==> src/design/irfan_pkg.sv <==
// Package with types, codes and constants of the IR remote fan phase controller.
`default_nettype none
package irfan_pkg;

    localparam int ADDR_W = 5;
    localparam int DATA_W = 32;

    localparam logic [1:0] ACT_PULSE = 2'd0;
    localparam logic [1:0] ACT_ZERO_CROSS = 2'd1;
    localparam logic [1:0] ACT_TICK = 2'd2;

    localparam logic [2:0] REG_LEADER_THRESHOLD = 3'd0;
    localparam logic [2:0] REG_BIT_THRESHOLD = 3'd1;
    localparam logic [2:0] REG_DELAY_LEVEL_0 = 3'd2;
    localparam logic [2:0] REG_DELAY_LEVEL_1 = 3'd3;
    localparam logic [2:0] REG_DELAY_LEVEL_2 = 3'd4;
    localparam logic [2:0] REG_DELAY_LEVEL_3 = 3'd5;
    localparam logic [2:0] REG_DELAY_LEVEL_4 = 3'd6;

    localparam logic [15:0] LEADER_THRESHOLD_RST = 16'd2500;
    localparam logic [15:0] BIT_THRESHOLD_RST = 16'd500;
    localparam logic [7:0] DELAY_LEVEL_0_RST = 8'd180;
    localparam logic [7:0] DELAY_LEVEL_1_RST = 8'd130;
    localparam logic [7:0] DELAY_LEVEL_2_RST = 8'd90;
    localparam logic [7:0] DELAY_LEVEL_3_RST = 8'd50;
    localparam logic [7:0] DELAY_LEVEL_4_RST = 8'd10;

    localparam logic [7:0] FIRE_TICKS = 8'd10;
    localparam logic [5:0] FRAME_BITS = 6'd32;
    localparam logic [5:0] FIRST_KEPT_BIT = 6'd17;

    localparam logic [15:0] KEY_SPEED_0 = 16'd59678;
    localparam logic [15:0] KEY_SPEED_1 = 16'd62228;
    localparam logic [15:0] KEY_SPEED_2 = 16'd59168;
    localparam logic [15:0] KEY_SPEED_3 = 16'd41318;
    localparam logic [15:0] KEY_SPEED_4 = 16'd63248;
    localparam logic [15:0] KEY_LAMP_ONE_ON = 16'd58148;
    localparam logic [15:0] KEY_LAMP_ONE_OFF = 16'd42338;
    localparam logic [15:0] KEY_LAMP_TWO_ON = 16'd48458;
    localparam logic [15:0] KEY_LAMP_TWO_OFF = 16'd44378;

    localparam logic [2:0] SPEED_MAX = 3'd4;

    typedef enum logic [1:0] {
        PH_IDLE = 2'd0,
        PH_DELAY = 2'd1,
        PH_FIRE = 2'd2
    } phase_t;

    typedef struct packed {
        logic [1:0] action;
        logic pulse_level;
        logic [15:0] pulse_length;
    } in_item_t;

    typedef struct packed {
        logic gate_drive;
        logic lamp_one;
        logic lamp_two;
        logic [2:0] speed_level;
        logic frame_done;
        logic [15:0] frame_key;
    } out_item_t;

endpackage
`default_nettype wire

==> src/design/ir_remote_fan_phase_controller.sv <==
// IR remote frame decoder with TRIAC phase-angle gate control and a two-entry result queue.
//
// Channel  | Direction | Handshake             | Payload
// in       | input     | in_valid / in_ready   | in_data (in_item_t)
// out      | output    | out_valid / out_ready | out_data (out_item_t)
// config   | input     | APB psel / penable    | paddr, pwdata, prdata
//
// Each item's state update and result are computed in one pass, and the result is
// written into a two-entry output queue at the accepting edge.
// A result appears on out_data in the cycle after its item is accepted if no earlier result stays queued.
// in_ready falls only when both queue entries hold results that have not been taken.
// Reset is asynchronous and active low; it clears all state and restores register defaults.
`default_nettype none
module ir_remote_fan_phase_controller
    import irfan_pkg::*;
(
    input wire logic clk,
    input wire logic rst_n,
    input wire logic in_valid,
    output logic in_ready,
    input wire in_item_t in_data,
    output logic out_valid,
    input wire logic out_ready,
    output out_item_t out_data,
    input wire logic psel,
    input wire logic penable,
    input wire logic pwrite,
    input wire logic [ADDR_W-1:0] paddr,
    input wire logic [DATA_W-1:0] pwdata,
    output logic [DATA_W-1:0] prdata,
    output logic pready
);

    logic [15:0] leader_threshold_reg;
    logic [15:0] bit_threshold_reg;
    logic [7:0] delay_level_0_reg;
    logic [7:0] delay_level_1_reg;
    logic [7:0] delay_level_2_reg;
    logic [7:0] delay_level_3_reg;
    logic [7:0] delay_level_4_reg;

    logic collecting_reg;
    logic collecting_next;
    logic [5:0] bit_count_reg;
    logic [5:0] bit_count_next;
    logic [15:0] key_shift_reg;
    logic [15:0] key_shift_next;
    logic [2:0] speed_index_reg;
    logic [2:0] speed_index_next;
    logic [1:0] lamp_state_reg;
    logic [1:0] lamp_state_next;
    phase_t fire_phase_reg;
    phase_t fire_phase_next;
    logic [7:0] fire_counter_reg;
    logic [7:0] fire_counter_next;

    out_item_t head_reg;
    logic head_valid_reg;
    out_item_t tail_reg;
    logic tail_valid_reg;

    logic push;
    logic pop;
    logic cfg_write;
    logic [2:0] reg_index;
    logic [5:0] count_inc;
    logic [5:0] kept_offset;
    logic [7:0] delay_sel;
    logic [7:0] counter_dec;
    logic frame_done;
    logic [15:0] frame_key;
    out_item_t result;

    assign pready = 1'b1;
    assign reg_index = paddr[ADDR_W-1:2];
    assign cfg_write = psel && penable && pwrite && pready;
    assign in_ready = !tail_valid_reg;
    assign push = in_valid && in_ready;
    assign pop = head_valid_reg && out_ready;
    assign out_valid = head_valid_reg;
    assign out_data = head_reg;

    always_comb
    begin
        case (reg_index)
            REG_LEADER_THRESHOLD: prdata = {{(DATA_W-16){1'b0}}, leader_threshold_reg};
            REG_BIT_THRESHOLD: prdata = {{(DATA_W-16){1'b0}}, bit_threshold_reg};
            REG_DELAY_LEVEL_0: prdata = {{(DATA_W-8){1'b0}}, delay_level_0_reg};
            REG_DELAY_LEVEL_1: prdata = {{(DATA_W-8){1'b0}}, delay_level_1_reg};
            REG_DELAY_LEVEL_2: prdata = {{(DATA_W-8){1'b0}}, delay_level_2_reg};
            REG_DELAY_LEVEL_3: prdata = {{(DATA_W-8){1'b0}}, delay_level_3_reg};
            REG_DELAY_LEVEL_4: prdata = {{(DATA_W-8){1'b0}}, delay_level_4_reg};
            default: prdata = '0;
        endcase
    end

    always_ff @(posedge clk or negedge rst_n)
    begin
        if (!rst_n)
        begin
            leader_threshold_reg <= LEADER_THRESHOLD_RST;
            bit_threshold_reg <= BIT_THRESHOLD_RST;
            delay_level_0_reg <= DELAY_LEVEL_0_RST;
            delay_level_1_reg <= DELAY_LEVEL_1_RST;
            delay_level_2_reg <= DELAY_LEVEL_2_RST;
            delay_level_3_reg <= DELAY_LEVEL_3_RST;
            delay_level_4_reg <= DELAY_LEVEL_4_RST;
        end
        else if (cfg_write)
        begin
            case (reg_index)
                REG_LEADER_THRESHOLD: leader_threshold_reg <= pwdata[15:0];
                REG_BIT_THRESHOLD: bit_threshold_reg <= pwdata[15:0];
                REG_DELAY_LEVEL_0: delay_level_0_reg <= pwdata[7:0];
                REG_DELAY_LEVEL_1: delay_level_1_reg <= pwdata[7:0];
                REG_DELAY_LEVEL_2: delay_level_2_reg <= pwdata[7:0];
                REG_DELAY_LEVEL_3: delay_level_3_reg <= pwdata[7:0];
                REG_DELAY_LEVEL_4: delay_level_4_reg <= pwdata[7:0];
                default: ;
            endcase
        end
    end

    always_comb
    begin
        case (speed_index_reg)
            3'd0: delay_sel = delay_level_0_reg;
            3'd1: delay_sel = delay_level_1_reg;
            3'd2: delay_sel = delay_level_2_reg;
            3'd3: delay_sel = delay_level_3_reg;
            default: delay_sel = delay_level_4_reg;
        endcase
    end

    assign count_inc = bit_count_reg + 6'd1;
    assign kept_offset = count_inc - FIRST_KEPT_BIT;
    assign counter_dec = (fire_counter_reg != 8'd0) ? fire_counter_reg - 8'd1 : 8'd0;

    always_comb
    begin
        collecting_next = collecting_reg;
        bit_count_next = bit_count_reg;
        key_shift_next = key_shift_reg;
        speed_index_next = speed_index_reg;
        lamp_state_next = lamp_state_reg;
        fire_phase_next = fire_phase_reg;
        fire_counter_next = fire_counter_reg;
        frame_done = 1'b0;
        frame_key = 16'd0;
        case (in_data.action)
            ACT_PULSE:
            begin
                if (!collecting_reg)
                begin
                    if (!in_data.pulse_level && in_data.pulse_length > leader_threshold_reg)
                    begin
                        collecting_next = 1'b1;
                        bit_count_next = 6'd0;
                        key_shift_next = 16'd0;
                    end
                end
                else if (in_data.pulse_level)
                begin
                    bit_count_next = count_inc;
                    if (count_inc >= FIRST_KEPT_BIT && count_inc <= FRAME_BITS
                        && in_data.pulse_length > bit_threshold_reg)
                    begin
                        key_shift_next[kept_offset[3:0]] = 1'b1;
                    end
                    if (count_inc >= FRAME_BITS)
                    begin
                        collecting_next = 1'b0;
                        frame_done = 1'b1;
                        frame_key = key_shift_next;
                        bit_count_next = 6'd0;
                        case (key_shift_next)
                            KEY_SPEED_0: speed_index_next = 3'd0;
                            KEY_SPEED_1: speed_index_next = 3'd1;
                            KEY_SPEED_2: speed_index_next = 3'd2;
                            KEY_SPEED_3: speed_index_next = 3'd3;
                            KEY_SPEED_4: speed_index_next = 3'd4;
                            KEY_LAMP_ONE_ON: lamp_state_next[0] = 1'b1;
                            KEY_LAMP_ONE_OFF: lamp_state_next[0] = 1'b0;
                            KEY_LAMP_TWO_ON: lamp_state_next[1] = 1'b1;
                            KEY_LAMP_TWO_OFF: lamp_state_next[1] = 1'b0;
                            default: ;
                        endcase
                    end
                end
            end
            ACT_ZERO_CROSS:
            begin
                if (fire_phase_reg == PH_IDLE)
                begin
                    if (delay_sel == 8'd0)
                    begin
                        fire_phase_next = PH_FIRE;
                        fire_counter_next = FIRE_TICKS;
                    end
                    else
                    begin
                        fire_phase_next = PH_DELAY;
                        fire_counter_next = delay_sel;
                    end
                end
            end
            ACT_TICK:
            begin
                case (fire_phase_reg)
                    PH_DELAY:
                    begin
                        if (counter_dec == 8'd0)
                        begin
                            fire_phase_next = PH_FIRE;
                            fire_counter_next = FIRE_TICKS;
                        end
                        else
                        begin
                            fire_counter_next = counter_dec;
                        end
                    end
                    PH_FIRE:
                    begin
                        fire_counter_next = counter_dec;
                        if (counter_dec == 8'd0)
                        begin
                            fire_phase_next = PH_IDLE;
                        end
                    end
                    default: ;
                endcase
            end
            default: ;
        endcase
    end

    always_comb
    begin
        result.gate_drive = (fire_phase_next == PH_FIRE);
        result.lamp_one = lamp_state_next[0];
        result.lamp_two = lamp_state_next[1];
        result.speed_level = speed_index_next;
        result.frame_done = frame_done;
        result.frame_key = frame_key;
    end

    always_ff @(posedge clk or negedge rst_n)
    begin
        if (!rst_n)
        begin
            collecting_reg <= 1'b0;
            bit_count_reg <= 6'd0;
            key_shift_reg <= 16'd0;
            speed_index_reg <= 3'd0;
            lamp_state_reg <= 2'd0;
            fire_phase_reg <= PH_IDLE;
            fire_counter_reg <= 8'd0;
        end
        else if (push)
        begin
            collecting_reg <= collecting_next;
            bit_count_reg <= bit_count_next;
            key_shift_reg <= key_shift_next;
            speed_index_reg <= speed_index_next;
            lamp_state_reg <= lamp_state_next;
            fire_phase_reg <= fire_phase_next;
            fire_counter_reg <= fire_counter_next;
        end
    end

    always_ff @(posedge clk or negedge rst_n)
    begin
        if (!rst_n)
        begin
            head_valid_reg <= 1'b0;
            tail_valid_reg <= 1'b0;
        end
        else if (pop)
        begin
            if (tail_valid_reg)
            begin
                head_valid_reg <= 1'b1;
                tail_valid_reg <= push;
            end
            else
            begin
                head_valid_reg <= push;
            end
        end
        else if (push)
        begin
            if (!head_valid_reg)
            begin
                head_valid_reg <= 1'b1;
            end
            else
            begin
                tail_valid_reg <= 1'b1;
            end
        end
    end

    always_ff @(posedge clk)
    begin
        if (pop)
        begin
            if (tail_valid_reg)
            begin
                head_reg <= tail_reg;
                if (push)
                begin
                    tail_reg <= result;
                end
            end
            else if (push)
            begin
                head_reg <= result;
            end
        end
        else if (push)
        begin
            if (!head_valid_reg)
            begin
                head_reg <= result;
            end
            else
            begin
                tail_reg <= result;
            end
        end
    end

`ifndef ASSERT_OFF
    a_tail_needs_head: assert property (@(posedge clk) disable iff (!rst_n)
        tail_valid_reg |-> head_valid_reg)
        else $error("Second queue entry is valid while the first is empty.");

    a_idle_count_clear: assert property (@(posedge clk) disable iff (!rst_n)
        !collecting_reg |-> (bit_count_reg == 6'd0))
        else $error("Bit count is nonzero outside a frame.");

    a_count_below_frame: assert property (@(posedge clk) disable iff (!rst_n)
        bit_count_reg < FRAME_BITS)
        else $error("Bit count reached the frame length without closing the frame.");

    a_fire_counter_range: assert property (@(posedge clk) disable iff (!rst_n)
        (fire_phase_reg == PH_FIRE) |-> (fire_counter_reg != 8'd0
            && fire_counter_reg <= FIRE_TICKS))
        else $error("Gate pulse counter is out of range while firing.");

    a_speed_range: assert property (@(posedge clk) disable iff (!rst_n)
        speed_index_reg <= SPEED_MAX)
        else $error("Speed index is beyond the last level.");
`endif

endmodule
`default_nettype wire
==> config.mk <==
export PLATFORM = sky130hd
export DESIGN_NAME = ir_remote_fan_phase_controller
export DESIGN_NICKNAME = d
export VERILOG_FILES = /design/src/design/irfan_pkg.sv /design/src/design/ir_remote_fan_phase_controller.sv
export SDC_FILE = /design/constraint.sdc
export NUM_CORES = 1
export LEC_CHECK = 0
export BUFFER_PORTS_ARGS = -buffer_cell sky130_fd_sc_hd__clkbuf_2
export CAP_MARGIN = 10
export CORE_UTILIZATION = 59
export CTS_CLUSTER_DIAMETER = 100
export DETAILED_ROUTE_END_ITERATION = 6
export PLACE_DENSITY_LB_ADDON = 0.3
export SYNTH_ARGS = -nofsm -noshare
export SYNTH_HDL_FRONTEND = slang
export SYNTH_SLANG_ARGS = --single-unit
==> constraint.sdc <==
create_clock -name clk -period 4.9 [get_ports clk]
set_input_delay 0 -clock clk [delete_from_list [all_inputs] [get_ports clk]]
set_output_delay 0 -clock clk [all_outputs]
set_load 0.02 [all_outputs]
==> results.md, run 1 <==
- Outcome: complete, no violations
- CP Capture Type: register
- WL met3: 1260 µm
- WP data required: 5080 ps
- Final count of pins violating max slew: 0
- Ys async rst share: 70.9%
- Area Overhead vs Synth: 14.3%
- Total gr overflow: 0
- Via/cell ratio: 5.97
- Top sig layer: met4
- First-pass GRT wire length: 34,600 µm
- DR vias: 7,172
- Most frequent cells in the layout: 103 x nand2_1, 86 x dfrtp_1, 84 x clkbuf_2, 73 x mux2_2, 55 x o21ai_0
- Startpoint Class: register
- Commonest non-fill, non-tap cell in the layout: nand2_1
- RSZ-0062 raised after global routing: false
- Sequential cell area fraction in the yosys report: 45.3%
- Die width: 128 µm
- Core Box Area: 15,300 µm²
- Setup violations, final: 0
- # DRC: 0
- Die ar.: 16,300 µm²
- Synth Instances: 883
- Vias in the first global route: 6,882
- Post-route ant nets: 0
- Layout filler cell count: 1,174
- PortBufs: 85
- Die H: 128 µm
- 1st-iter DRT viols: 586
- WL per Instance: 17.5 µm
- Post-synth EDFFs: 46
- Worst-Margin Slew: 1150 ps
- CTS Buf Count: 17
- Yosys reg bits: 158
- Row Count: 45
- WL final: 21,000 µm
- Mapped Area: 9300 µm²
- DR WL met2: 10,000 µm
- Max Cap Viol: 0
- Hold crit path type: input port to register
- Syn avg cell area: 10.5 µm²
- Place WS: 753 ps
- DP Wirelength: 14,400 µm
- Peak VDD IR: 0.000269 V
- Initial Utilization: 60.7%
- Multi-input logic area: 4650 µm²
- Clock-pin slew on the worst setup and hold paths: 60 ps
- Post-route minimum period: 4250 ps
- GPL Wtd Cong: 0.889
- Worst skew pair latency: 430 ps
- First drt pass iteration count: 5
- Diodes inserted: 0
- Critical path class: register to register
- H-tree levels: 4
- Crit path DAT: 4430 ps
- Clock sinks: 158
- Postcts setup bufs: 0
- Crit Path Max Fanout: 8
- Clk buf depth: 2
- M1 wire length: 9320 µm
- Total track usage: 27.7%
- IO Pins: 121
- Root buffer cell: clkbuf_16
- Final net count: 1,085
- P_leak: 0.00476 µW
- Share of layout cells above drive strength 1: 26.9%
- CTS tree: done
- Antenna violations before repair: 0
- F_max: 235 MHz
- Max-Slew Margin vs Limit: 23.4%
- Final WS setup: 647 ps
- Synth Flop Type: dfrtp_1
- Tcrit/Tclk final: 86.8%
- Synthesis Warnings: 0
- Setup TNS: 0 ps
- Post-CTS resize count: 0
- Power per Cell Area: 427 nW/µm²
- Worst Skew: 7.35 ps
- Largest net degree at the start of global routing: 58
- Yosys cell types: 79
- Final hold viol count: 0
- Reg area: 4220 µm²
layout make-up:
cell class | instances | share of cell area, %
clock buffers | 17 | 4.00
clock inverters | 15 | 1.51
inverters | 57 | 2.01
multi-input cells | 628 | 43.7
flip-flops and latches | 158 | 39.7
well taps | 211 | 2.48
repair buffers | 115 | 6.61
power breakdown:
part / switching [µW] / leakage, µW / internal [µW]
combinational: 779 / 0.00265 / 521
clock: 556 / 0.000278 / 756
sequential: 217 / 0.00183 / 1710
total: 1550 / 0.00476 / 2990
per-layer routing:
layer | global-route usage [%] | vias up
met4 | 9.87 | 0
met1 | 37.1 | 3464
li1 | - | 3399
met2 | 45.1 | 274
met5 | 0 | -
met3 | 5.32 | 35
timing repair:
item	in CTS	in global routing
endpoints found under the hold margin	111	0
hold buffers	20	0
endpoints found under the setup margin	0	0
critical path: stages, from the launching register on:
cell,delay (ps)
dfstp_2,550
inv_1,60
ha_1,300
nand4_1,160
nor3_1,290
o21ai_1,180
nand3_1,380
buf_4,240
and3_1,280
a21oi_1,130
or4_4,550
o221ai_4,260
mux2_4,330
mux2_1,290
final timing paths:
path / startpoint / endpoint / slack, ps / depth (start not counted)
worst max-delay path: bit_threshold_reg[7]$_DFFE_PN1P_ / out_data[17]$_DFFE_PP_ / 650 / 13
worst min-delay path: in_valid / out_valid$_DFFE_PN0P_ / 80 / 3
worst max register to register: bit_threshold_reg[7]$_DFFE_PN1P_ / out_data[17]$_DFFE_PP_ / 650 / 13
worst min register to register: collecting_reg$_DFFE_PN0P_ / collecting_reg$_DFFE_PN0P_ / 500 / 1
max in group asynchronous: rst_n / delay_level_4_reg[0]$_DFFE_PN0P_ / 3530 / 3
min in group asynchronous: rst_n / leader_threshold_reg[13]$_DFFE_PN0P_ / 150 / 2
stage by stage:
step / area (µm²) / power (µW) / util (%) / hold WS, ps / instances
after floorplan: 9360 / 2830 / - / -296 / 898
after global placement: 9840 / 3160 / 64.3 / 92.2 / 1149
after detailed placement: 9840 / 3200 / 64.3 / 94.1 / 1149
after CTS: 10600 / 4550 / 69.4 / 74.1 / 1201
after global routing: 10600 / 4790 / 69.4 / 120 / 1201
final: 10600 / 4540 / 69.4 / 84.3 / 1201
logic make-up (layout without fill, tap and decap cells):
| group | count (synthesis) | in the layout | share of synthesized area, % |
|---|---|---|---|
| buffers and inverters | 112 | 204 | 5.46 |
| AOI/OAI and AO/OA | 193 | 193 | 14.6 |
| muxes | 112 | 112 | 15.0 |
| DFF | 158 | 158 | 45.3 |
| adders and majority gates | 45 | 45 | 6.05 |
| other | 2 | 17 | 0.0807 |
| and+or+nand+nor | 261 | 261 | 13.4 |
cells in the mapped netlist, types with 6 or more instances:
cell      number  area share (%)
buf_4         18             1.5
and2_1        10            0.67
nor2_1        50             2.0
nand2b_1      11            0.74
and3_1         8            0.54
a21o_1        10            0.81
inv_1         54             2.2
a21oi_1       31             1.7
nand3_1       13            0.70
dfstp_2       26             7.3
o21a_1         9            0.73
or3_1          6            0.40
mux2_2        73             8.8
nand4_1       15             1.0
clkbuf_1      31             1.3
o31ai_1        7            0.56
o22ai_1        7            0.47
nor2b_1        9            0.61
o21ai_0       55             3.0
dfrtp_1       86              23
nor3_1        15            0.81
ha_1          45             6.1
a31oi_1       14            0.94
edfxtp_1      46              15
mux4_2        14             3.4
nand2_1      103             4.2
mux2i_1       22             2.4
Note: power is estimated with default switching activity, not from simulation.
==> run 2, diff against run 1 <==
--- a/config.mk
+++ b/config.mk
@@ -5,12 +5,13 @@
 export SDC_FILE = /design/constraint.sdc
 export NUM_CORES = 1
 export LEC_CHECK = 0
+export ABC_AREA = 1
 export BUFFER_PORTS_ARGS = -buffer_cell sky130_fd_sc_hd__clkbuf_2
 export CAP_MARGIN = 10
-export CORE_UTILIZATION = 59
+export CORE_UTILIZATION = 58
 export CTS_CLUSTER_DIAMETER = 100
 export DETAILED_ROUTE_END_ITERATION = 6
-export PLACE_DENSITY_LB_ADDON = 0.3
+export PLACE_DENSITY = 0.8
 export SYNTH_ARGS = -nofsm -noshare
 export SYNTH_HDL_FRONTEND = slang
 export SYNTH_SLANG_ARGS = --single-unit
==> results.md, run 2 <==
- Crit path DAT: 3730 ps (-700 ps)
- Synth Instances: 1,117 (+27%)
- Post-synthesis simple-gate area fraction: 21.7% (+8.3 points)
- Die ar.: 16,000 µm² (-1.9%)
- WL per Instance: 15.3 µm (-13%)
- Worst skew pair latency: 430 ps (about the same)
- Mapped Area: 8960 µm² (-3.6%)
- Yosys cell types: 41 (-48%)
- Post-synth EDFFs: 46 (unchanged)
- Yosys reg bits: 158 (unchanged)
- WP data required: 5090 ps (about the same)
- DP Wirelength: 15,100 µm (+5.5%)
- Final hold viol count: 0 (unchanged)
- Final net count: 1,322 (+22%)
- Synthesis Warnings: 0 (unchanged)
- Post-synth top area cell: dfrtp_1
- Antenna violations before repair: 0 (unchanged)
- Die width: 126 µm (-0.97%)
- Commonest non-fill, non-tap cell in the layout: nand2_1
- Core Box Area: 15,100 µm² (-1.1%)
- Top cell type's share of synthesized area: 24.0% (+0.87 points)
- Hold crit path type: input port to register
- Worst r2r src: bit_threshold_reg[7]$_DFFE_PN1P_
- CTS tree: done
- Total gr overflow: 0 (unchanged)
- Most common cell in the netlist: nand2_1
- Slowest-stage cell, CP: dfstp_2
- Outcome: finished, violations left
- Failing checks: design-rule violations
- IO Pins: 121 (unchanged)
- Xor and xnor area share after synthesis: 0% (unchanged)
- Multiplexer share of the synthesized area: 0% (-15 points)
- Startpoint Class: register
- Area Overhead vs Synth: 13.8%
- CP most frequent cell: nand2_1
- 1st-iter DRT viols: 615 (+4.9%)
- Worst-Margin Slew: 1150 ps (+1.22 ps)
- Largest family of logic cells by synthesized area: simple AND/OR/NAND/NOR gates
- WL final: 21,600 µm (+3.0%)
- PortBufs: 85 (unchanged)
- Clock sinks: 158 (unchanged)
- Share of layout cells above drive strength 1: 14.8% (-12 points)
- First-pass GRT wire length: 35,200 µm (+1.7%)
- Setup violations, final: 0 (unchanged)
- Reg area: 4220 µm² (unchanged)
- Final count of pins violating max slew: 0 (unchanged)
- Synth top cells by count: 226 x nand2_1, 170 x inv_1, 115 x o21ai_0
- Total track usage: 28.2% (+0.50 points)
- Layout filler cell count: 1,224 (+4.3%)
- Root buffer cell: clkbuf_16
- Clk buf depth: 2 (unchanged)
- Worst Skew: 8.30 ps (+0.955 ps)
- DR vias: 7,806 (+8.8%)
- Max Cap Viol: 0 (unchanged)
- Die H: 126 µm (-0.97%)
- H-tree levels: 4 (unchanged)
- Slowest Stage Delay on Critical Path: 530 ps (-20 ps)
- Via/cell ratio: 5.52 (-7.6%)
- CTS Buf Count: 17 (unchanged)
- CP startpoint: bit_threshold_reg[7]$_DFFE_PN1P_
- Critical path class: register to register
- Cells along the critical path: inv_1 > ha_1 > nand2_1 > nor2_1 > nand2_1 > nand2_1 > nand2_1 > nand2_1 > nand2_4 > nand2_1 > nand2_1 > nor2_1 > nand2_1 > nor3_1 > nand4_1 > nand2_1 > nand3_1 > o21ai_0 > inv_1
- Post-CTS resize count: 0 (unchanged)
- Hold_sp: in_valid
- Diodes inserted: 0 (unchanged)
- RSZ-0062 raised after global routing: false
- Multi-input logic area: 3890 µm² (-16%)
- CP Capture Type: register
- Final Util: 67.4% (-2.0 points)
- Adder-cell share of the synthesized area: 6.28% (+0.23 points)
- Postcts setup bufs: 0 (unchanged)
- Compound-gate portion of the synthesized area: 14.7% (+0.019 points)
- Post-route ant nets: 0 (unchanged)
- Ys async rst share: 70.9% (unchanged)
- GPL Wtd Cong: 0.974 (+9.6%)
- Crit Path Max Fanout: 20 (+12)
- Row Count: 45 (unchanged)
- Initial Utilization: 59.2% (-1.5 points)
- # DRC: 4 (+4)
- Tcrit/Tclk final: 72.4% (-14 points)
- Power per Cell Area: 439 nW/µm² (+2.9%)
- Most frequent cells in the layout: 226 x nand2_1, 170 x inv_1, 115 x o21ai_0, 111 x nor2_1, 86 x dfrtp_1
- F_max: 282 MHz (+20%)
- Vias in the first global route: 7,327 (+6.5%)
- Max-Slew Margin vs Limit: 23.2% (-0.16 points)
- P_leak: 0.00475 µW (-0.21%)
- Peak VDD IR: 0.000320 V (+19%)
- First drt pass iteration count: 7 (+2)
- Largest net degree at the start of global routing: 61 (+5.2%)
- Post-route minimum period: 3550 ps (-705 ps)
- Clock-pin slew on the worst setup and hold paths: 70 ps (about the same)
- Syn avg cell area: 8.03 µm² (-24%)
- Top cells by area, synth: dfrtp_1 24%, edfxtp_1 15%, nand2_1 9.5%
- Sequential cell area fraction in the yosys report: 47.0% (+1.7 points)
- Synth Flop Type: dfrtp_1
- Setup TNS: 0 ps (unchanged)
==> run 2: changes by cell type in the layout (fill, tap and decap cells not counted), moves of 14 or more <==
| cell | delta |
|---|---|
| o22ai_1 | +23 |
| a21oi_1 | +28 |
| nor2_1 | +61 |
| mux2_2 | -73 |
| mux2i_1 | -22 |
| nand2_1 | +123 |
| mux4_2 | -14 |
| o21ai_0 | +60 |
| inv_1 | +116 |
| nand3_1 | +41 |
==> run 2: what timing repair did <==
action | in CTS | in global routing
setup endpoints to repair | 0 | 0
hold endpoints to repair | 107 | 0
hold buffers | 19 | 0
==> run 2: per-stage QoR <==
step                      power, µW  hold WS [ps]  instances  setup WS [ps]  instance area, µm²
after floorplan                2890          -296       1132           2090                9020
after global placement         3190          73.9       1364           1530                9480
after detailed placement       3230          75.7       1364           1450                9480
after CTS                      4480           148       1415           1430               10200
after global routing           4760           175       1415           1020               10200
final                          4480           132       1415           1350               10200
==> run 2: cell type report <==
type                            count  area share, %
Clock buffer                       18           4.21
Sequential cell                   158           41.3
Clock inverter                     14           1.07
Tap cell                          188           2.31
Multi-Input combinational cell    752           38.1
Inverter                          174           6.40
Timing Repair Buffer              111           6.57
==> run 2: path summary, 6_finish.rpt <==
path | slack (ps) | endpoint | cells after the start
max in group asynchronous | 3540 | delay_level_4_reg[0]$_DFFE_PN0P_ | 3
max | 1350 | out_data[20]$_DFFE_PP_ | 19
max reg2reg | 1350 | out_data[20]$_DFFE_PP_ | 19
min | 130 | out_valid$_DFFE_PN0P_ | 3
min reg2reg | 490 | tail_valid_reg$_DFFE_PN0P_ | 2
min in group asynchronous | 140 | leader_threshold_reg[13]$_DFFE_PN0P_ | 2
==> run 2: cell families after synthesis <==
kind of cell    Yosys count
buf+inv                 222
simple gates            453
flops                   158
compound gates          237
fa+ha+maj                45
other cells               2
==> run 2: worst max-delay path, delay by kind of cell (launching register included) <==
kind / cells / cell delay (ps)
AOI/OAI and AO/OA: 1 / 90
adders and majority gates: 1 / 290
buffers and inverters: 2 / 120
DFF: 1 / 530
and+or+nand+nor: 15 / 2270
==> run 2: where the power goes <==
group          internal, µW  switching (µW)  total [µW]
logic                   440             955        1400
clock network           656             571        1230
registers              1690             170        1860
==> run 2: routing by layer <==
layer,part of all wire [%],GRT usage [%]
met1,42,36.4
met2,50,48.2
met3,5.6,4.60
met4,2.3,9.99
met5,0,0
==> run 3, diff against run 2 <==
==> constraint.sdc (replaced) <==
create_clock -name clk -period 3.55 [get_ports clk]
set_input_delay 0 -clock clk [delete_from_list [all_inputs] [get_ports clk]]
set_output_delay 0 -clock clk [all_outputs]
set_load 0.02 [all_outputs]
==> results.md, run 3 (synthesis results as in run 2) <==
- Outcome: finished, violations left
- Failing checks: design-rule violations
- CP Capture Type: register
- Fin cells: 1,424 (+0.64%)
- First-pass GRT wire length: 35,800 µm (+1.7%)
- Total gr overflow: 0 (unchanged)
- DP Wirelength: 15,400 µm (+1.9%)
- Switching power of the nets: 2350 µW (+39%)
- Post-CTS resize count: 0 (unchanged)
- Clock share of power: 28.6% (+1.2 points)
- Final Cell Area: 10,300 µm² (+1.1%)
- H-tree levels: 4 (unchanged)
- Worst Skew: 9.44 ps (+1.14 ps)
- Final Util: 68.1% (+0.75 points)
- Dpl cell area: 9540 µm² (+0.71%)
- Postcts setup bufs: 0 (unchanged)
- PortBufs: 85 (unchanged)
- Most frequent cells in the layout: 226 x nand2_1, 170 x inv_1, 115 x o21ai_0, 111 x nor2_1, 86 x dfrtp_1
- Crit Path Max Fanout: 20 (unchanged)
- WP data required: 3730 ps (-1360 ps)
- Final hold viol count: 0 (unchanged)
- Peak VDD IR: 0.000394 V (+23%)
- Die width: 126 µm (unchanged)
- Via/cell ratio: 5.49 (-0.45%)
- Final net count: 1,331 (+0.68%)
- Sequential share of power: 40.5% (-1.0 points)
- Die H: 126 µm (unchanged)
- WL final: 21,700 µm (+0.60%)
- IO Pins: 121 (unchanged)
- Max-Slew Margin vs Limit: 32.5% (+9.3 points)
- Clk buf depth: 2 (unchanged)
- Comb power frac: 30.8% (-0.3 points)
- GPL Wtd Cong: 0.996 (+2.2%)
- Die ar.: 16,000 µm² (unchanged)
- 1st-iter DRT viols: 730 (+19%)
- Row Count: 45 (unchanged)
- Clock sinks: 158 (unchanged)
- Commonest non-fill, non-tap cell in the layout: nand2_1
- Antenna violations before repair: 0 (unchanged)
- Tcrit/Tclk final: 91.3% (+19 points)
- Worst-Margin Slew: 1010 ps (-142 ps)
- RSZ-0062 raised after global routing: false
- Post-route minimum period: 3240 ps (-307 ps)
- Worst hold slack: 138 ps (+5.98 ps)
- Sw Ratio: 37.1% (-0.69 points)
- Final count of pins violating max slew: 0 (unchanged)
- Power per Cell Area: 614 nW/µm² (+40%)
- Setup TNS: 0 ps (unchanged)
- Worst skew pair latency: 430 ps (about the same)
- Int Power: 3990 µW (+43%)
- Crit path DAT: 3420 ps (-310 ps)
- Total track usage: 28.4% (+0.24 points)
- DR vias: 7,820 (+0.18%)
- Core Box Area: 15,100 µm² (unchanged)
- Layout filler cell count: 1,208 (-1.3%)
- Initial Utilization: 59.2% (unchanged)
- Clock-pin slew on the worst setup and hold paths: 70 ps (about the same)
- Post-route ant nets: 0 (unchanged)
- WL per Instance: 15.3 µm (about the same)
- CTS Buf Count: 17 (unchanged)
- CTS tree: done
- Share of layout cells above drive strength 1: 15.5% (+0.78 points)
- Critical path class: register to register
- Startpoint Class: register
- Diodes inserted: 0 (unchanged)
- Hold buffers post-CTS: 19 (unchanged)
- Vias in the first global route: 7,416 (+1.2%)
- # DRC: 2 (-2)
- Multi-input logic area: 3890 µm² (unchanged)
- P_leak: 0.00481 µW (+1.4%)
- Reg area: 4220 µm² (unchanged)
- Root buffer cell: clkbuf_16
- Cells after DPL: 1,373 (+0.66%)
- Max Cap Viol: 0 (unchanged)
- First drt pass iteration count: 7 (unchanged)
- Setup violations, final: 0 (unchanged)
- Largest net degree at the start of global routing: 65 (+6.6%)
- Hold crit path type: input port to register
- Area Overhead vs Synth: 15.1%
- F_max: 309 MHz (+9.5%)
-- run 3: changes by cell type in the layout (fill, tap and decap cells not counted), sizes merged --
cell | previous run | this run
clkbuf | 102 | 104
bufinv | 0 | 1
clkinv | 7 | 4
buf | 8 | 17
-- run 3: final cells by class --
class                   count  area share (%)
clock buffers              20            4.43
inverters                 174            6.33
multi-input cells         752            37.7
flip-flops and latches    158            40.9
repair buffers            120            7.15
well taps                 188            2.28
clock inverters            12            1.24
-- run 3: path summary, 6_finish.rpt --
kind / cells past startpoint / end / slack (ps) / start
hold / removal: 3 / out_valid$_DFFE_PN0P_ / 140 / in_valid
setup reg to reg: 20 / out_data[20]$_DFFE_PP_ / 310 / bit_threshold_reg[7]$_DFFE_PN1P_
hold reg to reg: 2 / delay_level_1_reg[6]$_DFFE_PN0P_ / 490 / delay_level_1_reg[6]$_DFFE_PN0P_
min in group asynchronous: 2 / leader_threshold_reg[13]$_DFFE_PN0P_ / 230 / rst_n
setup / recovery: 20 / out_data[20]$_DFFE_PP_ / 310 / bit_threshold_reg[7]$_DFFE_PN1P_
max in group asynchronous: 3 / delay_level_2_reg[3]$_DFFE_PN1P_ / 2350 / rst_n
-- run 3: per-stage QoR --
step / power (µW) / setup slack, ps
floorplan: 3980 / 741
global placement: 4430 / 484
detailed placement: 4500 / 432
CTS: 6340 / 372
global route: 6750 / 62.0
finish: 6340 / 310
-- run 3: metal layers --
layer	routed length [µm]	track usage, %	up-vias
li1	-	-	3852
met1	9250	36.8	3644
met2	10800	48.7	282
met3	1240	4.72	42
met4	439	9.14	0
met5	0	0	-
-- run 3: power by group through the flow --
| stage | Sequential [µW] | Combinational [µW] | Clock (µW) |
|---|---|---|---|
| after floorplan | 2610 | 1370 | 0 |
| after global placement | 2580 | 1850 | 0 |
| after detailed placement | 2590 | 1900 | 0 |
| after CTS | 2560 | 1940 | 1840 |
| after global routing | 2610 | 2210 | 1930 |
| final | 2570 | 1960 | 1820 |
-- run 3: worst max-delay path, stage by stage (launching register included) --
cell and delay, ps:
dfstp_2 530, inv_1 50, ha_1 290, nand2_1 70
nor2_1 210, nand2_1 80, nand2_1 60, nand2_1 50
nand2_1 60, buf_4 240, nand2_4 110, nand2_1 70
nand2_1 130, nor2_1 210, nand2_1 70, nor3_1 210
nand4_1 150, nand2_1 120, nand3_1 80, o21ai_0 110
inv_1 80
